[config.mk]
export PLATFORM = sky130hd
export DESIGN_NAME = websocket_frame_deframer
export DESIGN_NICKNAME = d
export VERILOG_FILES = /design/src/design/wsdf_pkg.sv /design/src/design/websocket_frame_deframer.sv
export SDC_FILE = /design/constraint.sdc
export NUM_CORES = 1
export LEC_CHECK = 0
export ABC_AREA = 1
export BUFFER_PORTS_ARGS = -buffer_cell sky130_fd_sc_hd__buf_4
export CAP_MARGIN = 20
export CELL_PAD_IN_SITES_DETAIL_PLACEMENT = 1
export CELL_PAD_IN_SITES_GLOBAL_PLACEMENT = 1
export CORE_ASPECT_RATIO = 0.7
export CORE_MARGIN = 4
export CORE_UTILIZATION = 30
export CTS_CLUSTER_SIZE = 16
export DETAILED_ROUTE_END_ITERATION = 8
export GPL_TIMING_DRIVEN = 0
export PLACE_DENSITY_LB_ADDON = 0.1
export SLEW_MARGIN = 20
export SYNTH_ARGS = -nofsm -noshare
export SYNTH_HDL_FRONTEND = slang
export SYNTH_SLANG_ARGS = --single-unit
[constraint.sdc]
create_clock -name clk_i -period 6.65 [get_ports clk_i]
set_clock_uncertainty 0.1 [all_clocks]
set_input_delay 0.3325 -clock clk_i [delete_from_list [all_inputs] [get_ports clk_i]]
set_output_delay 0.3325 -clock clk_i [all_outputs]
set_load 0.01 [all_outputs]
[src/design/wsdf_pkg.sv]
// Shared types and constants for the WebSocket frame deframer.
package wsdf_pkg;

  typedef enum logic [2:0] {
    PH_HDR0  = 3'd0,
    PH_HDR1  = 3'd1,
    PH_EXT16 = 3'd2,
    PH_EXT64 = 3'd3,
    PH_KEY   = 3'd4,
    PH_DATA  = 3'd5
  } phase_e;

  localparam logic [7:0] OpcodeMask = 8'h0F;
  localparam logic [7:0] MaskFlag   = 8'h80;
  localparam logic [7:0] Len7Mask   = 8'h7F;
  localparam logic [6:0] LenExt16   = 7'd126;
  localparam logic [6:0] LenExt64   = 7'd127;

  localparam logic [2:0] Ext16LastIdx = 3'd1;
  localparam logic [2:0] Ext64LastIdx = 3'd7;
  localparam logic [2:0] KeyLastIdx   = 3'd3;

  localparam int unsigned OutTdataW = 80;

  // Result kinds carried on tuser
  localparam logic KindHeader  = 1'b0;
  localparam logic KindPayload = 1'b1;

endpackage

[src/design/websocket_frame_deframer.sv]
// WebSocket frame deframer: parses received frame bytes, emits headers and unmasked payload.
//
// Slave stream (s_axis_*): one received byte per beat in tdata[7:0].
// Master stream (m_axis_*): one result per beat.
//   tuser  : kind, 0 = header complete, 1 = unmasked payload byte.
//   tdata  : opcode [3:0], payload length [67:4], data byte [75:68], zeros [79:76].
//   tlast  : final result of a frame (header of a zero-length frame, or last
//            payload byte).
// Header bytes (first and second byte, extended length, mask key) produce no beat; the
// header beat appears with the byte that completes the header.
// A taken byte is parsed from the input register and its result is loaded
// into the output register when the parse stage can move. Throughput is one
// byte per cycle while results are taken, set by the combinational parse
// stage between the input and output registers. The input register keeps
// taking bytes while an unconsumed result waits, as long as the parse stage
// can move; when the receiver holds tready low with a result pending, the
// parse stage stops and s_axis_tready_o drops once the input register is full.
// Reset clears the parser to "expect first header byte" and empties both
// registers.
module websocket_frame_deframer
  import wsdf_pkg::*;
(
  input  logic                 clk_i,
  input  logic                 rst_ni,
  input  logic                 s_axis_tvalid_i,
  output logic                 s_axis_tready_o,
  input  logic [7:0]           s_axis_tdata_i,   // [7:0] rx_byte
  output logic                 m_axis_tvalid_o,
  input  logic                 m_axis_tready_i,
  output logic [OutTdataW-1:0] m_axis_tdata_o,   // [3:0] frame_opcode, [67:4] frame_length,
                                                 // [75:68] data_byte, [79:76] zero
  output logic                 m_axis_tuser_o,   // [0] kind
  output logic                 m_axis_tlast_o
);

  // input register
  logic       in_valid_q;
  logic [7:0] in_byte_q;

  // parser state
  phase_e      phase_q, phase_d;
  logic [3:0]  opcode_q, opcode_d;
  logic        mask_on_q, mask_on_d;
  logic [63:0] length_q, length_d;
  logic [2:0]  hdr_cnt_q, hdr_cnt_d;
  logic [31:0] mask_key_q, mask_key_d;
  logic [63:0] remain_q, remain_d;
  logic [1:0]  mask_idx_q, mask_idx_d;

  // result register
  logic        out_valid_q;
  logic        out_kind_q;
  logic [3:0]  out_opcode_q;
  logic [63:0] out_length_q;
  logic [7:0]  out_data_q;
  logic        out_last_q;

  logic        res_valid;
  logic        res_kind;
  logic [7:0]  res_data;
  logic        res_last;
  logic        advance;
  logic [7:0]  key_byte;
  logic [6:0]  len7;
  logic [2:0]  final_idx;
  logic        len_done;
  logic        hdr_done;

  assign advance         = in_valid_q && (!out_valid_q || m_axis_tready_i);
  assign s_axis_tready_o = !in_valid_q || advance;
  assign len7            = 7'(in_byte_q & Len7Mask);

  always_comb begin
    unique case (mask_idx_q)
      2'd0:    key_byte = mask_key_q[31:24];
      2'd1:    key_byte = mask_key_q[23:16];
      2'd2:    key_byte = mask_key_q[15:8];
      default: key_byte = mask_key_q[7:0];
    endcase
  end

  always_comb begin
    phase_d    = phase_q;
    opcode_d   = opcode_q;
    mask_on_d  = mask_on_q;
    length_d   = length_q;
    hdr_cnt_d  = hdr_cnt_q;
    mask_key_d = mask_key_q;
    remain_d   = remain_q;
    mask_idx_d = mask_idx_q;
    res_valid  = 1'b0;
    res_kind   = KindHeader;
    res_data   = 8'd0;
    res_last   = 1'b0;
    len_done   = 1'b0;
    hdr_done   = 1'b0;
    final_idx  = (phase_q == PH_EXT16) ? Ext16LastIdx : Ext64LastIdx;

    unique case (phase_q)
      PH_HDR1: begin
        mask_on_d  = (in_byte_q & MaskFlag) != 8'd0;
        mask_key_d = '0;
        hdr_cnt_d  = '0;
        length_d   = '0;
        if (len7 == LenExt16) begin
          phase_d = PH_EXT16;
        end else if (len7 == LenExt64) begin
          phase_d = PH_EXT64;
        end else begin
          length_d = {57'd0, len7};
          len_done = 1'b1;
        end
      end
      PH_EXT16, PH_EXT64: begin
        length_d = {length_q[55:0], in_byte_q};
        if (hdr_cnt_q >= final_idx) begin
          len_done = 1'b1;
        end else begin
          hdr_cnt_d = hdr_cnt_q + 3'd1;
        end
      end
      PH_KEY: begin
        mask_key_d = {mask_key_q[23:0], in_byte_q};
        if (hdr_cnt_q >= KeyLastIdx) begin
          hdr_done = 1'b1;
        end else begin
          hdr_cnt_d = hdr_cnt_q + 3'd1;
        end
      end
      PH_DATA: begin
        mask_idx_d = mask_idx_q + 2'd1;
        if (remain_q != 64'd0) remain_d = remain_q - 64'd1;
        res_valid = 1'b1;
        res_kind  = KindPayload;
        res_data  = in_byte_q ^ key_byte;
        res_last  = (remain_q <= 64'd1);
        if (res_last) phase_d = PH_HDR0;
      end
      default: begin
        opcode_d = 4'(in_byte_q & OpcodeMask);
        phase_d  = PH_HDR1;
      end
    endcase

    if (len_done) begin
      hdr_cnt_d = '0;
      if (mask_on_d) begin
        phase_d = PH_KEY;
      end else begin
        hdr_done = 1'b1;
      end
    end

    // header complete: header beat, then payload or next frame
    if (hdr_done) begin
      hdr_cnt_d  = '0;
      mask_idx_d = '0;
      remain_d   = length_d;
      res_valid  = 1'b1;
      res_kind   = KindHeader;
      res_data   = 8'd0;
      res_last   = (length_d == 64'd0);
      phase_d    = res_last ? PH_HDR0 : PH_DATA;
    end
  end

  always_ff @(posedge clk_i or negedge rst_ni) begin
    if (!rst_ni) begin
      in_valid_q <= 1'b0;
    end else if (s_axis_tready_o) begin
      in_valid_q <= s_axis_tvalid_i;
    end
  end

  always_ff @(posedge clk_i) begin
    if (s_axis_tready_o && s_axis_tvalid_i) in_byte_q <= s_axis_tdata_i;
  end

  always_ff @(posedge clk_i or negedge rst_ni) begin
    if (!rst_ni) begin
      phase_q    <= PH_HDR0;
      opcode_q   <= '0;
      mask_on_q  <= 1'b0;
      length_q   <= '0;
      hdr_cnt_q  <= '0;
      mask_key_q <= '0;
      remain_q   <= '0;
      mask_idx_q <= '0;
    end else if (advance) begin
      phase_q    <= phase_d;
      opcode_q   <= opcode_d;
      mask_on_q  <= mask_on_d;
      length_q   <= length_d;
      hdr_cnt_q  <= hdr_cnt_d;
      mask_key_q <= mask_key_d;
      remain_q   <= remain_d;
      mask_idx_q <= mask_idx_d;
    end
  end

  always_ff @(posedge clk_i or negedge rst_ni) begin
    if (!rst_ni) begin
      out_valid_q <= 1'b0;
    end else if (advance && res_valid) begin
      out_valid_q <= 1'b1;
    end else if (m_axis_tready_i) begin
      out_valid_q <= 1'b0;
    end
  end

  // opcode and length as they stand after this byte
  always_ff @(posedge clk_i) begin
    if (advance && res_valid) begin
      out_kind_q   <= res_kind;
      out_opcode_q <= opcode_d;
      out_length_q <= length_d;
      out_data_q   <= res_data;
      out_last_q   <= res_last;
    end
  end

  assign m_axis_tvalid_o = out_valid_q;
  assign m_axis_tuser_o  = out_kind_q;
  assign m_axis_tlast_o  = out_last_q;
  assign m_axis_tdata_o  = {4'd0, out_data_q, out_length_q, out_opcode_q};

endmodule
# [Word-level counts from Yosys, hierarchy flattened]
# Cells that the tools add are included.
[word_totals] register_bits=261 output_inout_bits=84
[op_classes] mux=40 bitwise_logic=2 add_sub_neg=3 magnitude_cmp=3 n_eq_ne=11 n_reduce_logical=23
[ops] op="$mux W64" n=3
[ops] op="$pmux W64 S2" n=1
[ops] op="$le A64 B1 Y1 const B" n=1
[ops] op="$logic_not A64 Y1" n=1
[ops] op="$pmux W32 S2" n=1
[ops] op="$reduce_bool A64 Y1" n=1
[ops] op="$sub A64 B1 Y64 const B" n=1
[ops] op="$mux W3" n=12
[ops] op="$pmux W8 S3" n=1
[ops] op="$pmux W3 S3" n=2
[ops] op="$eq A7 B7 Y1 const B" n=2
[ops] op="$mux W1" n=14
[ops] op="$mux W7" n=2
[ops] op="$ne A4 B4 Y1 const B" n=2
[ops] op="$reduce_bool A2 Y1" n=4
[ops] op="$xor A8 B8 Y8" n=1
[ops] op="$eq A3 B2 Y1 const B" n=2
[ops] op="$eq A3 B3 Y1 const B" n=2
[ops] op="$reduce_bool A5 Y1" n=1
[ops] op="$reduce_or A5 Y1" n=1
[ops] op="$mux W2" n=2
[ops] op="$mux W4" n=1
[ops] op="$reduce_and A2 Y1" n=2
[ops] op="$reduce_and A4 Y1" n=1
[ops] op="other kinds (16)" n=21

# [Longest topological paths before layout]
[depth] depth_word=9 mapped_depth=17 ltp_nobuf=15

# [Worst setup path after synthesis]
# OpenSTA, ideal clock, no wires.
[synth_timing] path_kind="register to register" startpoint="reg phase_q[1]" endpoint="reg remain_q[9]" arrival_time_ns=3.383 n_path_buf=1 required_ns=6.425 stages_incl_launch_ff=16 path_slack_ns=3.042 cell_sequence="dfrtp_1 inv_2 nor3_1 ha_1 nand3_1 nand2_1 nand2_1 nand2_2 inv_2 nand2_2 nand2_2 a21oi_4 nand2_2 buf_2 a21oi_1 o22ai_2"
[synth_between] elab_chain_cells=8 word_cells_on_any_way=19 classes_between="order compare (1); eq/ne (5); mux (9); reduce/logical (4)"
[synth_rtl] item="from (decl)" line_no="websocket_frame_deframer.sv:41" rtl="phase_e phase_q, phase_d;"
[synth_rtl] item="from (signal assigned)" line_no="websocket_frame_deframer.sv:190" rtl="phase_q <= phase_d;"
[synth_rtl] item="$eq A3 B2 Y1" line_no="websocket_frame_deframer.sv:97, websocket_frame_deframer.sv:99"
[synth_rtl] item="$mux W3" line_no="websocket_frame_deframer.sv:97" rtl="final_idx = (phase_q == PH_EXT16) ? Ext16LastIdx : Ext64LastIdx;"
[synth_rtl] item="$ge A3 B3 Y1" line_no="websocket_frame_deframer.sv:116" rtl="if (hdr_cnt_q >= final_idx) begin"
[synth_rtl] item="$mux W1" line_no="websocket_frame_deframer.sv:116"
[synth_rtl] item="$pmux W1 S2" line_no="websocket_frame_deframer.sv:99" rtl="unique case (phase_q)"
[synth_rtl] item="$mux W1" line_no="websocket_frame_deframer.sv:145" rtl="if (len_done) begin"
[synth_rtl] item="$reduce_bool A2 Y1 (no source line)"
[synth_rtl] item="$reduce_and A3 Y1 (no source line)"
[synth_rtl] item="to (signal assigned)" line_no="websocket_frame_deframer.sv:196" rtl="remain_q <= remain_d;"
[synth_rtl] item="to (decl)" line_no="websocket_frame_deframer.sv:47" rtl="logic [63:0] remain_q, remain_d;"
# Several ways; a longest one is shown, not always the timed one.
# A chain may end at the register's enable or synchronous reset.

# [Worst setup path after layout]
[layout_timing] startpoint="reg phase_q[0]" endpoint="reg remain_q[13]"
# Same word-level chain as after synthesis.

==> flow_summary.yaml <==
final_layout:
  multiInputGateArea_sq_um: 5260
  fillers: 5217
  antenna_cells: 0
  regArea_sq_um: 6960
  nNetsFinal: 1784
  drive_gt1_share_pct: 11.4
  areaGrowthSynthToFinish_pct: 21.1
worst_setup_path:
  worstSetupStartpointType: "flip-flop"
  cp-end-kind: "flip-flop"
  r2r-start: "phase_q[0]$_DFFE_PN0P_"
  critPathRequiredTime_ns: 7.01
  path_max_fanout: 10
  criticalPathCategory: "flip-flop to flip-flop"
  crit_start: "phase_q[0]$_DFFE_PN0P_"
  arrival_ns: 3.95
power:
  seq_power_share_pct: 33.6
  power_uw: 8260
  p_leak_uw: 0.00710
  power.share.combinational_pct: 44.6
  swShare_pct: 45.1
  peakVddDrop_uv: 213
  clkPwrFrac_pct: 21.7
  p_per_area_nw_per_um2: 517
  p_int_uw: 4540
  power_switching_uw: 3730
clock_tree:
  tritoncts: "yes"
  cts_buffers: 30
  cts_sinks: 261
  htreeDepth: 1
  cts-resized-gates: 0
  cts.path.max_buffers: 3
  clk_latency_ns: 0.58
  clockRootBuffer: "clkbuf_16"
  path_clk_slew_ns: 0.07
  cts_setup_buffers: 0
global_route:
  grt_pass1_wl_mm: 83.2
  grt_use_total_pct: 23.4
  overflow: 0
  grt_max_degree: 74
  antenna_found_initial: 1
  grt_pass1_vias: 12300
route:
  dr.pass1.iters: 5
  drt_iter0_markers: 1027
  drt-total-wl_mm: 55.7
  vias: 12000
  antenna_left: 0
  drcViolationCount: 0
  wl_per_cell_um: 23.4
  vias_per_cell: 5.05
floorplan:
  core_area_sq_um: 43600
  rows: 64
  initial_core_util_pct: 30.3
  die_w_um: 259
  die_area_sq_um: 47500
  io_pins: 96
  die_h_um: 184
timing:
  fin_crit_sh_pct: 53.9
  rsz0062_at_grt: "no"
  setup_ws_ns: 3.06
  timing.final.crit_period_ns: 3.59
  tns_ns: 0
  hold_viol: 0
  tightest_slew_ns: 1.03
  relSlewSlack_pct: 31.6
  drv_slew: 0
  finalSetupViolCount: 0
  max_freq_ghz: 0.279
logic_synthesis:
  synthCells: 1618
  synth.distinct_cells: 42
  ys_async_sr_fraction_pct: 67.0
  syn-mean-instance-area_sq_um: 8.16
  yosys_warnings: 0
  synth_area_leaders: "dfrtp_1 33%, edfxtp_1 20%, nand2_1 13%"
  synth_ff_type: "dfrtp_1"
  yosys-top-cells-count: "442 x nand2_1, 220 x nor2_1, 175 x dfrtp_1"
  syn_area_sq_um: 13200
  ys_ff_latch: 261
  synth_most_common_cell: "nand2_1"
  ys_seq_area_share_pct: 52.7
  synth_top_area_share_pct: 33.2
  synth_top_cell_by_area: "dfrtp_1"
  synth_edf_count: 86
flow_run:
  cap_viol_max_count: 0
run_status:
  status: "complete, no violations"
min_path:
  hp-class: "input port to async pin"
placement:
  port_buffers: 91
  pre_cts_ws_ns: 3.19
  gp_congestion: 0.928
  dp_hpwl_mm: 42.2
flip-flops by register name (all words and copies together), names as in the netlist, 2 cells and up:
register      count
hdr_cnt_q         3
in_byte_q         8
length_q         64
mask_idx_q        2
mask_key_q       32
opcode_q          4
out_data_q        8
out_length_q     64
out_opcode_q      4
phase_q           3
remain_q         64
routing by layer:
| metal | wire length (um) | vias up | part of all wire [%] | track usage [%] |
|---|---|---|---|---|
| li1 | - | 5577 | - | - |
| met5 | 0 | - | 0 | 0 |
| met4 | 807 | 0 | 1.5 | 3.52 |
| met2 | 22100 | 325 | 40 | 32.5 |
| met3 | 3470 | 51 | 6.2 | 4.01 |
| met1 | 29300 | 6071 | 53 | 38.3 |
placed cells by master, fill, tap and decap left out, types with 6 or more instances in the layout:
cell type      count
a31oi_1           12
nand4_1           13
o22ai_1           55
xor2_1            27
buf_16             6
dlygate4sd3_1     12
xnor2_1           14
o21ai_0          107
o221ai_1           8
nor3_1            12
buf_2             10
buf_4             99
a21oi_1           61
edfxtp_1          86
clkbuf_1          45
or2_2              9
o211ai_1          23
dfrtp_1          175
clkbuf_16         31
inv_2              8
ha_1              10
nand3_1           36
nand2_1          442
o21ai_1           35
nor2_1           220
inv_1            166
final cells by class:
cell class / count / area share (%)
Clock inverter: 16 / 1.22
Timing Repair Buffer: 109 / 6.10
Sequential cell: 261 / 43.5
Inverter: 176 / 4.15
Tap cell: 594 / 4.65
Buffer: 67 / 2.10
Clock buffer: 40 / 5.37
Multi-Input combinational cell: 1117 / 32.9
power groups by stage:
stage | Clock (uW) | Sequential (uW) | Combinational (uW)
2_1_floorplan | 0 | 2760 | 1970
3_3_place_gp | 0 | 2800 | 3510
5_1_grt | 1910 | 2850 | 4060
4_1_cts | 1840 | 2780 | 3680
3_5_place_dp | 0 | 2800 | 3650
6_report | 1790 | 2780 | 3690
logic make-up after synthesis:
group                      share of synthesized area (%)
and+or+nand+nor                                     22.8
AOI/OAI and AO/OA                                   13.1
DFF                                                 52.7
buffers and inverters                               7.56
xor gates and xnor gates                            2.72
adders and majority gates                          0.947
other                                             0.0284
muxes                                             0.0852
path summary, 6_finish.rpt:
kind	depth (start not counted)	slack [ns]	endpoint
worst max-delay path	14	3.06	remain_q[13]$_DFFE_PN0P_
worst min-delay path	2	0.16	mask_key_q[22]$_DFFE_PN0P_
worst max register to register	14	3.06	remain_q[13]$_DFFE_PN0P_
worst min register to register	2	0.39	opcode_q[1]$_DFFE_PN0P_
max in group asynchronous	3	5.52	length_q[6]$_DFFE_PN0P_
min in group clk_i	2	0.37	in_byte_q[0]$_DFFE_PP_
through the flow:
| step | instances | util, % | hold slack [ns] | area [sq um] |
|---|---|---|---|---|
| floorplan | 1621 | - | -0.0631 | 13200 |
| global placement | 2306 | 33.6 | 0.364 | 14600 |
| detailed placement | 2312 | 34.0 | 0.176 | 14800 |
| CTS | 2380 | 36.7 | 0.153 | 16000 |
| global route | 2380 | 36.7 | 0.183 | 16000 |
| finish | 2380 | 36.7 | 0.156 | 16000 |
critical path, stage by stage, from the launching register on:
cell and delay, ns:
dfrtp_1 0.47, nor3_1 0.50, ha_1 0.35, a21oi_1 0.13
nand2_1 0.08, nand2_1 0.07, nand2_2 0.07, inv_2 0.07
nand2_2 0.08, nand2_2 0.16, buf_6 0.18, clkbuf_1 0.76
nand3_1 0.17, o211ai_1 0.15, o21ai_1 0.10
what timing repair did:
item	in CTS	in global routing
hold buffers	12	0
endpoints found under the setup margin	0	0
endpoints found under the hold margin	118	0
Note: power is estimated with default switching activity, not from simulation.
